--- config.mk ---
export PLATFORM = sky130hd
export DESIGN_NAME = longest_prefix_route_lookup_top
export DESIGN_NICKNAME = d
export VERILOG_FILES = /design/src/sv/lpr_pkg.sv /design/src/sv/lpr_cell.sv /design/src/sv/longest_prefix_route_lookup_top.sv
export SDC_FILE = /design/constraint.sdc
export NUM_CORES = 2
export LEC_CHECK = 0
export ABC_AREA = 1
export ABC_CLOCK_PERIOD_IN_PS = 6750
export BUFFER_PORTS_ARGS = -buffer_cell sky130_fd_sc_hd__buf_2
export CORE_MARGIN = 3
export CORE_UTILIZATION = 45
export CTS_BUF_LIST = sky130_fd_sc_hd__clkbuf_4 sky130_fd_sc_hd__clkbuf_8
export DETAILED_ROUTE_END_ITERATION = 16
export SKIP_LAST_GASP = 1
export SYNTH_ARGS = -nofsm -noshare
export SYNTH_HDL_FRONTEND = slang
export SYNTH_SLANG_ARGS = --single-unit
--- constraint.sdc ---
create_clock -name clk -period 6.75 [get_ports clk]
set_clock_uncertainty 0.1 [all_clocks]
set_input_delay 0.675 -clock clk [delete_from_list [all_inputs] [get_ports clk]]
set_output_delay 0.675 -clock clk [all_outputs]
set_load 0.05 [all_outputs]
--- src/sv/lpr_pkg.sv ---
// Shared constants and types for the longest prefix route lookup.
package lpr_pkg;

    localparam int ENTRIES_DEFAULT = 16;
    localparam int ADDR_W          = 32;
    localparam int PORT_W          = 4;
    localparam int SLOT_W          = 4;

    localparam logic KIND_WRITE  = 1'b0;
    localparam logic KIND_LOOKUP = 1'b1;

    // Route data broadcast to every cell on a table write
    typedef struct packed {
        logic              valid;
        logic [ADDR_W-1:0] prefix;
        logic [ADDR_W-1:0] mask;
        logic [ADDR_W-1:0] gateway;
        logic [PORT_W-1:0] port;
    } lpr_wr_t;

    // Lookup token handed from cell to cell, carrying the best match so far
    typedef struct packed {
        logic              active;
        logic              found;
        logic [ADDR_W-1:0] addr;
        logic [ADDR_W-1:0] best_mask;
        logic [PORT_W-1:0] port;
        logic [ADDR_W-1:0] gateway;
        logic [SLOT_W-1:0] slot;
    } lpr_tok_t;

endpackage

--- src/sv/lpr_cell.sv ---
// One route slot: holds its entry and updates the passing lookup token.
module lpr_cell #(
    parameter int INDEX = 0
) (
    input  logic             clk,
    input  logic             rst_n,
    input  logic             wr_en,
    input  lpr_pkg::lpr_wr_t wr,
    input  lpr_pkg::lpr_tok_t tok_in,
    output lpr_pkg::lpr_tok_t tok_out
);

    logic                      valid_reg;
    logic [lpr_pkg::ADDR_W-1:0] prefix_reg;
    logic [lpr_pkg::ADDR_W-1:0] mask_reg;
    logic [lpr_pkg::ADDR_W-1:0] gateway_reg;
    logic [lpr_pkg::PORT_W-1:0] port_reg;

    lpr_pkg::lpr_tok_t tok_reg;
    lpr_pkg::lpr_tok_t tok_next;
    logic              match;
    logic              take;

    always_ff @(posedge clk or negedge rst_n)
    begin
        if (!rst_n)
        begin
            valid_reg <= 1'b0;
        end
        else if (wr_en)
        begin
            valid_reg <= wr.valid;
        end
    end

    always_ff @(posedge clk)
    begin
        if (wr_en)
        begin
            prefix_reg  <= wr.prefix;
            mask_reg    <= wr.mask;
            gateway_reg <= wr.gateway;
            port_reg    <= wr.port;
        end
    end

    assign match = valid_reg && ((prefix_reg & mask_reg) == (tok_in.addr & mask_reg));
    // >= lets the later, higher slot win on equal masks
    assign take  = match && (!tok_in.found || (mask_reg >= tok_in.best_mask));

    always_comb
    begin
        tok_next = tok_in;
        if (take)
        begin
            tok_next.found     = 1'b1;
            tok_next.best_mask = mask_reg;
            tok_next.port      = port_reg;
            tok_next.gateway   = gateway_reg;
            tok_next.slot      = lpr_pkg::SLOT_W'(INDEX);
        end
    end

    always_ff @(posedge clk or negedge rst_n)
    begin
        if (!rst_n)
        begin
            tok_reg <= '0;
        end
        else
        begin
            tok_reg <= tok_next;
        end
    end

    assign tok_out = tok_reg;

endmodule

--- src/sv/longest_prefix_route_lookup_top.sv ---
// Longest prefix route lookup: top level with the chain of route cells.
//
// A beat is taken when start is high and busy is low. A write beat (kind 0)
// loads or clears one slot in that cycle and gives no result; writes to a
// slot at or above ENTRIES are dropped. A lookup beat (kind 1) sends a token
// down a chain of ENTRIES cells, one cell per cycle, each cell holding one
// route; done pulses for exactly one cycle once the token has left the last
// cell register, with hit, out_port, next_hop and matched_slot valid in that
// cycle only. The receiver cannot stall, so sample the result on done.
// busy is high while a lookup is in the chain and drops in the done cycle,
// so a new beat can be taken then; a new lookup waits until the last one has
// left the cell chain. Write beats are taken every cycle while idle.
module longest_prefix_route_lookup_top #(
    parameter int ENTRIES = lpr_pkg::ENTRIES_DEFAULT
) (
    input  logic                        clk,
    input  logic                        rst_n,
    input  logic                        start,
    output logic                        busy,
    input  logic                        kind,
    input  logic [lpr_pkg::SLOT_W-1:0]  slot,
    input  logic                        write_valid,
    input  logic [lpr_pkg::ADDR_W-1:0]  write_prefix,
    input  logic [lpr_pkg::ADDR_W-1:0]  write_mask,
    input  logic [lpr_pkg::ADDR_W-1:0]  write_gateway,
    input  logic [lpr_pkg::PORT_W-1:0]  write_port,
    input  logic [lpr_pkg::ADDR_W-1:0]  lookup_address,
    output logic                        done,
    output logic                        hit,
    output logic [lpr_pkg::PORT_W-1:0]  out_port,
    output logic [lpr_pkg::ADDR_W-1:0]  next_hop,
    output logic [lpr_pkg::SLOT_W-1:0]  matched_slot
);

    logic              busy_reg;
    logic              busy_next;
    logic              accept;
    logic              accept_write;
    logic              accept_lookup;
    lpr_pkg::lpr_wr_t  wr;
    lpr_pkg::lpr_tok_t tok [0:ENTRIES];
    logic [ENTRIES-1:0] tok_act;

    assign done          = tok[ENTRIES].active;
    assign busy          = busy_reg && !done;
    assign accept        = start && !busy;
    assign accept_write  = accept && (kind == lpr_pkg::KIND_WRITE);
    assign accept_lookup = accept && (kind == lpr_pkg::KIND_LOOKUP);

    always_comb
    begin
        busy_next = busy_reg;
        if (accept_lookup)
        begin
            busy_next = 1'b1;
        end
        else if (done)
        begin
            busy_next = 1'b0;
        end
    end

    always_ff @(posedge clk or negedge rst_n)
    begin
        if (!rst_n)
        begin
            busy_reg <= 1'b0;
        end
        else
        begin
            busy_reg <= busy_next;
        end
    end

    assign wr.valid   = write_valid;
    assign wr.prefix  = write_prefix;
    assign wr.mask    = write_mask;
    assign wr.gateway = write_gateway;
    assign wr.port    = write_port;

    // Token enters with no match and zero payload, so a miss reads as zeros
    always_comb
    begin
        tok[0]           = '0;
        tok[0].active    = accept_lookup;
        tok[0].addr      = lookup_address;
    end

    for (genvar i = 0; i < ENTRIES; i++)
    begin : g_cell
        logic wr_en;

        assign wr_en = accept_write && (32'(slot) == 32'(i));

        lpr_cell #(
            .INDEX (i)
        ) u_cell (
            .clk     (clk),
            .rst_n   (rst_n),
            .wr_en   (wr_en),
            .wr      (wr),
            .tok_in  (tok[i]),
            .tok_out (tok[i+1])
        );

        assign tok_act[i] = tok[i+1].active;
    end

    assign hit          = tok[ENTRIES].found;
    assign out_port     = tok[ENTRIES].port;
    assign next_hop     = tok[ENTRIES].gateway;
    assign matched_slot = tok[ENTRIES].slot;

`ifndef SYNTHESIS
    a_single_token: assert property (@(posedge clk) disable iff (!rst_n)
        $countones(tok_act) <= 1)
        else $error("more than one lookup token in the chain");

    a_idle_empty: assert property (@(posedge clk) disable iff (!rst_n)
        !busy_reg |-> (tok_act == '0))
        else $error("token in the chain while idle");

    a_lookup_busy: assert property (@(posedge clk) disable iff (!rst_n)
        accept_lookup |=> busy_reg)
        else $error("busy not raised after lookup taken");

    a_miss_zero: assert property (@(posedge clk) disable iff (!rst_n)
        (done && !hit) |-> (out_port == '0 && next_hop == '0 && matched_slot == '0))
        else $error("miss result carries non-zero payload");
`endif

endmodule

Yosys cells after proc, flatten, opt, wreduce, memory -nomap -nowiden
Cells that the tools add are included.
{"block": "op_classes", "magnitude_cmp": 15, "eq_ne": 31, "n_mux": 34, "bitwise_logic": 33, "reduce_logical": 85}
{"op": "$mux 72", "n": 15}
{"op": "$and 32x32->32", "n": 32}
{"op": "$eq 32x32->1", "n": 16}
{"op": "$ge 32x32->1", "n": 15}
{"op": "$logic_and 1x1->1", "n": 51}
{"op": "$mux 40", "n": 1}
{"op": "$eq 4x4->1 const B", "n": 8}
{"op": "$mux 1", "n": 18}
{"op": "$logic_not 1->1", "n": 17}
{"op": "$eq 4x3->1 const B", "n": 4}
{"op": "$logic_or 1x1->1", "n": 15}
{"op": "$eq 4x2->1 const B", "n": 2}
{"op": "$eq 4x1->1 const B", "n": 1}
{"op": "$logic_not 4->1", "n": 1}
{"op": "$reduce_bool 2->1", "n": 1}
{"op": "$not 1->1", "n": 1}
{"block": "totals", "reg_bits": 3249, "input_bits": 141}

Depth between registers and ports, before layout
{"block": "logic_depth", "ltp_word": 6, "mapped_depth": 17, "mapped_depth_nobuf": 16}

By module
From an unflattened synthesis, not the netlist that was laid out.
{"block": "hier_totals", "cells_unflattened": 11690, "area_unflattened_um2": 130594.0}
{"mod": "lpr_cell at g_cell[11].u_cell ...", "n_inst": 4, "cells_each": 728, "area_each_um2": 8159.1}
{"mod": "lpr_cell at g_cell[1].u_cell ...", "n_inst": 4, "cells_each": 726, "area_each_um2": 8136.6}
{"mod": "lpr_cell at g_cell[10].u_cell ...", "n_inst": 4, "cells_each": 727, "area_each_um2": 8131.5}
{"mod": "lpr_cell at g_cell[6].u_cell ...", "n_inst": 2, "cells_each": 727, "area_each_um2": 8130.3}
{"mod": "lpr_cell at g_cell[15].u_cell", "n_inst": 1, "cells_each": 729, "area_each_um2": 8187.9}
{"mod": "lpr_cell at g_cell[0].u_cell", "n_inst": 1, "cells_each": 725, "area_each_um2": 8132.8}
{"mod": "longest_prefix_route_lookup_top", "n_inst": 1, "cells_each": 58, "area_each_um2": 304.0}

Worst setup path after synthesis
OpenSTA, ideal clock, no wires.
{"block": "synth_path", "path_kind": "register -> register", "from": "register g_cell[15].u_cell.tok_reg, in the netlist g_cell[15].u_cell.tok_out[105]", "to": "register g_cell[11].u_cell.valid_reg", "t_arrival_ns": 5.715, "required_ns": 6.315, "slack_ns": 0.600, "path_stages_with_launch": 6, "n_path_buf": 0, "cell_sequence": "dfrtp_1 -> o21ai_0 -> nor2_1 -> nand3_1 -> nor2_1 -> a21oi_1"}
{"block": "synth_via", "elab_chain_len": 6}
{"element": "start, declared", "line": "lpr_cell.sv:19", "source": "lpr_pkg::lpr_tok_t tok_reg;"}
{"element": "start signal, assigned", "line": "lpr_cell.sv:72", "source": "tok_reg <= tok_next;"}
{"element": "$logic_not 1->1", "line": "longest_prefix_route_lookup_top.sv:45", "source": "assign busy = busy_reg && !done;"}
{"element": "$logic_and 1x1->1", "line": "longest_prefix_route_lookup_top.sv:45"}
{"element": "$logic_not 1->1", "line": "longest_prefix_route_lookup_top.sv:46", "source": "assign accept = start && !busy;"}
{"element": "$logic_and 1x1->1", "line": "longest_prefix_route_lookup_top.sv:46"}
{"element": "$logic_and 1x1->1", "line": "longest_prefix_route_lookup_top.sv:47", "source": "assign accept_write = accept && (kind == lpr_pkg::KIND_WRITE);"}
{"element": "$logic_and 1x1->1", "line": "longest_prefix_route_lookup_top.sv:93", "source": "assign wr_en = accept_write && (32'(slot) == 32'(i));"}
{"element": "via g_cell[11].u_cell.wr_en", "line": "lpr_cell.sv:7", "source": "input logic wr_en,"}
{"element": "end signal, assigned", "line": "lpr_cell.sv:32", "source": "valid_reg <= wr.valid;"}
{"element": "end, declared", "line": "lpr_cell.sv:13", "source": "logic valid_reg;"}
The timed path passes the listed nets, and every way through them passes these cells.
A chain may end at the register's enable or synchronous reset.

==> impl_metrics.py <==
metrics = {
    "timing": {
        "period_needed_ns": 3.927,
        "rsz0062_at_grt": "false",
        "max_freq_ghz": 0.2546,
        "setup_viol": 0,
        "tns_ns": 0,
        "period_share": 0.5818,
        "tightest_slew_ns": 1.090,
        "hold_violations": 0,
        "relSlewSlack": 0.2730,
        "slew_violations": 0,
    },
    "final_layout": {
        "register_area_mm2": 0.08894,
        "syn_to_final_growth_pct": 13.46,
        "multi_input_area_mm2": 0.03325,
        "final_nets": 12600,
        "final_common_cell": "nand2_1",
        "mostFrequentLayoutCells": "nand2_1, dfrtp_1, edfxtp_1",
        "largest_reg_flops": 1617,
        "drive_above_1_share": 0.1028,
        "n_fill_cell": 24280,
    },
    "critical_path": {
        "arrival_ns": 4.69,
        "ff2ff_path_depth": 12,
        "slowest_stage": "nand2_2",
        "path_max_fanout": 71,
        "worstSetupEndpoint": "g_cell[10].u_cell.tok_out[28]$_DFF_PN0_",
        "crit_path_end_kind": "flop",
        "cp.depth": 12,
        "regToRegEndpoint": "g_cell[10].u_cell.tok_out[28]$_DFF_PN0_",
        "crit_chain": "ha_1 > nand2_1 > nor2_1 > nand2_1 > nor4_1 > nand2_1 > nand2_2 > buf_4 > nand2_2 > buf_4 > nand2_1 > nand2_1",
        "rrSetupSlack_ns": 2.82,
        "crit_family": "simple AND/OR/NAND/NOR gates",
        "startpoint_type": "flop",
        "crit_start": "g_cell[10].u_cell.mask_reg[31]$_DFFE_PP_",
        "crit_required_ns": 7.51,
        "criticalPathCategory": "flop to flop",
        "worstReg2RegStart": "g_cell[10].u_cell.mask_reg[31]$_DFFE_PP_",
        "cp_slowest_stage_delay_ns": 0.67,
        "cp.buffers_inverters": 2,
        "cpMostUsedCell": "nand2_1",
    },
    "cts": {
        "clk_latency_ns": 1.00,
        "cts.reportedPaths.clkPinSlew_ns": 0.06,
        "htree_levels": 6,
        "cts_tree": "done",
        "clkSinkCount": 3234,
        "numCtsBuffers": 538,
        "cts_root_buf": "clkbuf_8",
        "clk_path_buf_depth": 4,
        "cts-resized-gates": 0,
    },
    "pwr": {
        "p_leak_nw": 65.23,
        "power_mw": 39.59,
        "p_per_area_mw_per_mm2": 274.4,
        "vdd_ir_drop_max_mv": 0.2054,
    },
    "global_routing": {
        "grt_pass1_wl_um": 475500,
        "overflow": 0,
        "track_usage": 0.2129,
        "antenna_found_initial": 17,
        "grt_max_degree": 160,
        "grt_pass1_vias": 81010,
    },
    "die": {
        "initial_core_util": 0.4536,
        "die_h_um": 537.6,
        "ios": 184,
        "fp.coreArea_mm2": 0.2804,
        "die_w_um": 537.6,
        "num_rows": 194,
        "die-area_mm2": 0.2890,
    },
    "detailed_routing": {
        "drt_iter0_markers": 5873,
        "post_drt_wl_per_cell_um": 19.11,
        "viasPerCell": 4.960,
        "drc_errors": 0,
        "first_pass_iters": 7,
        "drt-total-wl_um": 308500,
        "ant_nets": 0,
        "vias": 80080,
    },
    "logic_synthesis": {
        "synth_fp_nets": 12060,
        "syn_area_mm2": 0.1272,
        "synth_seq_area_share": 0.6994,
        "synth_flop_cell": "dfrtp_1",
        "synth_warnings": 0,
        "avgSynthCellArea_um2": 11.12,
        "synth_edf_count": 1600,
        "async_flop_share": 0.5053,
        "ys_types": 34,
        "synth_seq_cells": 3234,
        "synthCells": 11440,
    },
    "placement": {
        "io_buffers": 183,
        "gp_congestion": 0.9219,
        "dp_hpwl_um": 221100,
    },
    "min_path": {
        "hold_path_startpoint": "write_gateway[25]",
        "min_path_type": "primary input to flop",
    },
    "status": {
        "status": "completed",
    },
    "flow_run": {
        "cap_violations": 0,
    },
}
==> cell type report <==
cell class,instances,area share
diodes,15,0.0002602
clock buffers,865,0.07359
clock inverters,102,0.005316
inverters,960,0.02498
multi-input cells,6932,0.2305
flip-flops and latches,3234,0.6165
well taps,3724,0.03230
repair buffers,314,0.01663
==> what timing repair did <==
item                       4_1_cts  5_1_grt
setup endpoints to repair        0        0
setup buffers                    0        0
hold endpoints to repair       157        0
hold buffers                    49        0
==> power by group <==
group          leakage (nW)  switching (mW)  internal [mW]  total (mW)
Combinational          23.1           0.628          0.134       0.762
Clock                  6.07            7.56           10.2        17.8
Sequential             36.1           0.142           20.9        21.0
==> synth_stat cells, types with 23 or more instances <==
cell type	count	share of area
buf_2	216	0.0085
a21o_1	28	0.0017
ha_1	480	0.047
nand3b_1	57	0.0034
clkbuf_1	50	0.0015
o21ai_1	28	0.0011
dfrtp_1	1634	0.32
edfxtp_1	1600	0.38
buf_4	35	0.0021
o22ai_1	56	0.0028
nor2_1	1071	0.032
nand4_1	23	0.0011
nand3_1	1165	0.046
a21oi_1	221	0.0087
o21ai_0	156	0.0061
nand2_1	3548	0.10
inv_1	957	0.028
==> how the worst min path moves through the flow <==
stage                                                  end  slack [ns]  cells after the start
6_report       g_cell[13].u_cell.gateway_reg[25]$_DFFE_PP_        0.12                      1
3_3_place_gp      g_cell[10].u_cell.tok_out[105]$_DFF_PN0_        0.23                      0
5_1_grt        g_cell[12].u_cell.gateway_reg[20]$_DFFE_PP_        0.05                      1
2_1_floorplan     g_cell[10].u_cell.tok_out[105]$_DFF_PN0_        0.23                      0
4_1_cts         g_cell[9].u_cell.gateway_reg[21]$_DFFE_PP_       0.001                      1
3_5_place_dp       g_cell[3].u_cell.tok_out[105]$_DFF_PN0_        0.23                      0
==> metal layers <==
metal | track usage | vias to the layer above | share of wire
met5 | 0 | - | 0
met4 | 0.08984 | 0 | 0.041
met3 | 0.02744 | 574 | 0.049
met2 | 0.3302 | 2241 | 0.45
met1 | 0.3043 | 38620 | 0.46
li1 | - | 38640 | -
==> kinds of logic after synthesis <==
kind of cell               synth area share
AOI/OAI and AO/OA                   0.02221
adders and majority gates           0.04723
DFF                                  0.6994
and+or+nand+nor                      0.1899
buffers and inverters               0.04094
xor gates and xnor gates          0.0003444
==> stage by stage <==
stage               cells  instance area [um2]    util  worst slack, ns  hold WS [ns]
floorplan           11440               127200       -           0.5999        0.2312
global route        16130               144200  0.5145            2.645       0.04801
global placement    15120               132400  0.4721            2.997        0.2319
finish              16150               144300  0.5146            2.823        0.1207
CTS                 16130               144200  0.5145            2.919      0.001220
detailed placement  15120               132400  0.4721            2.930        0.2347
(Power assumes the default switching activity.)
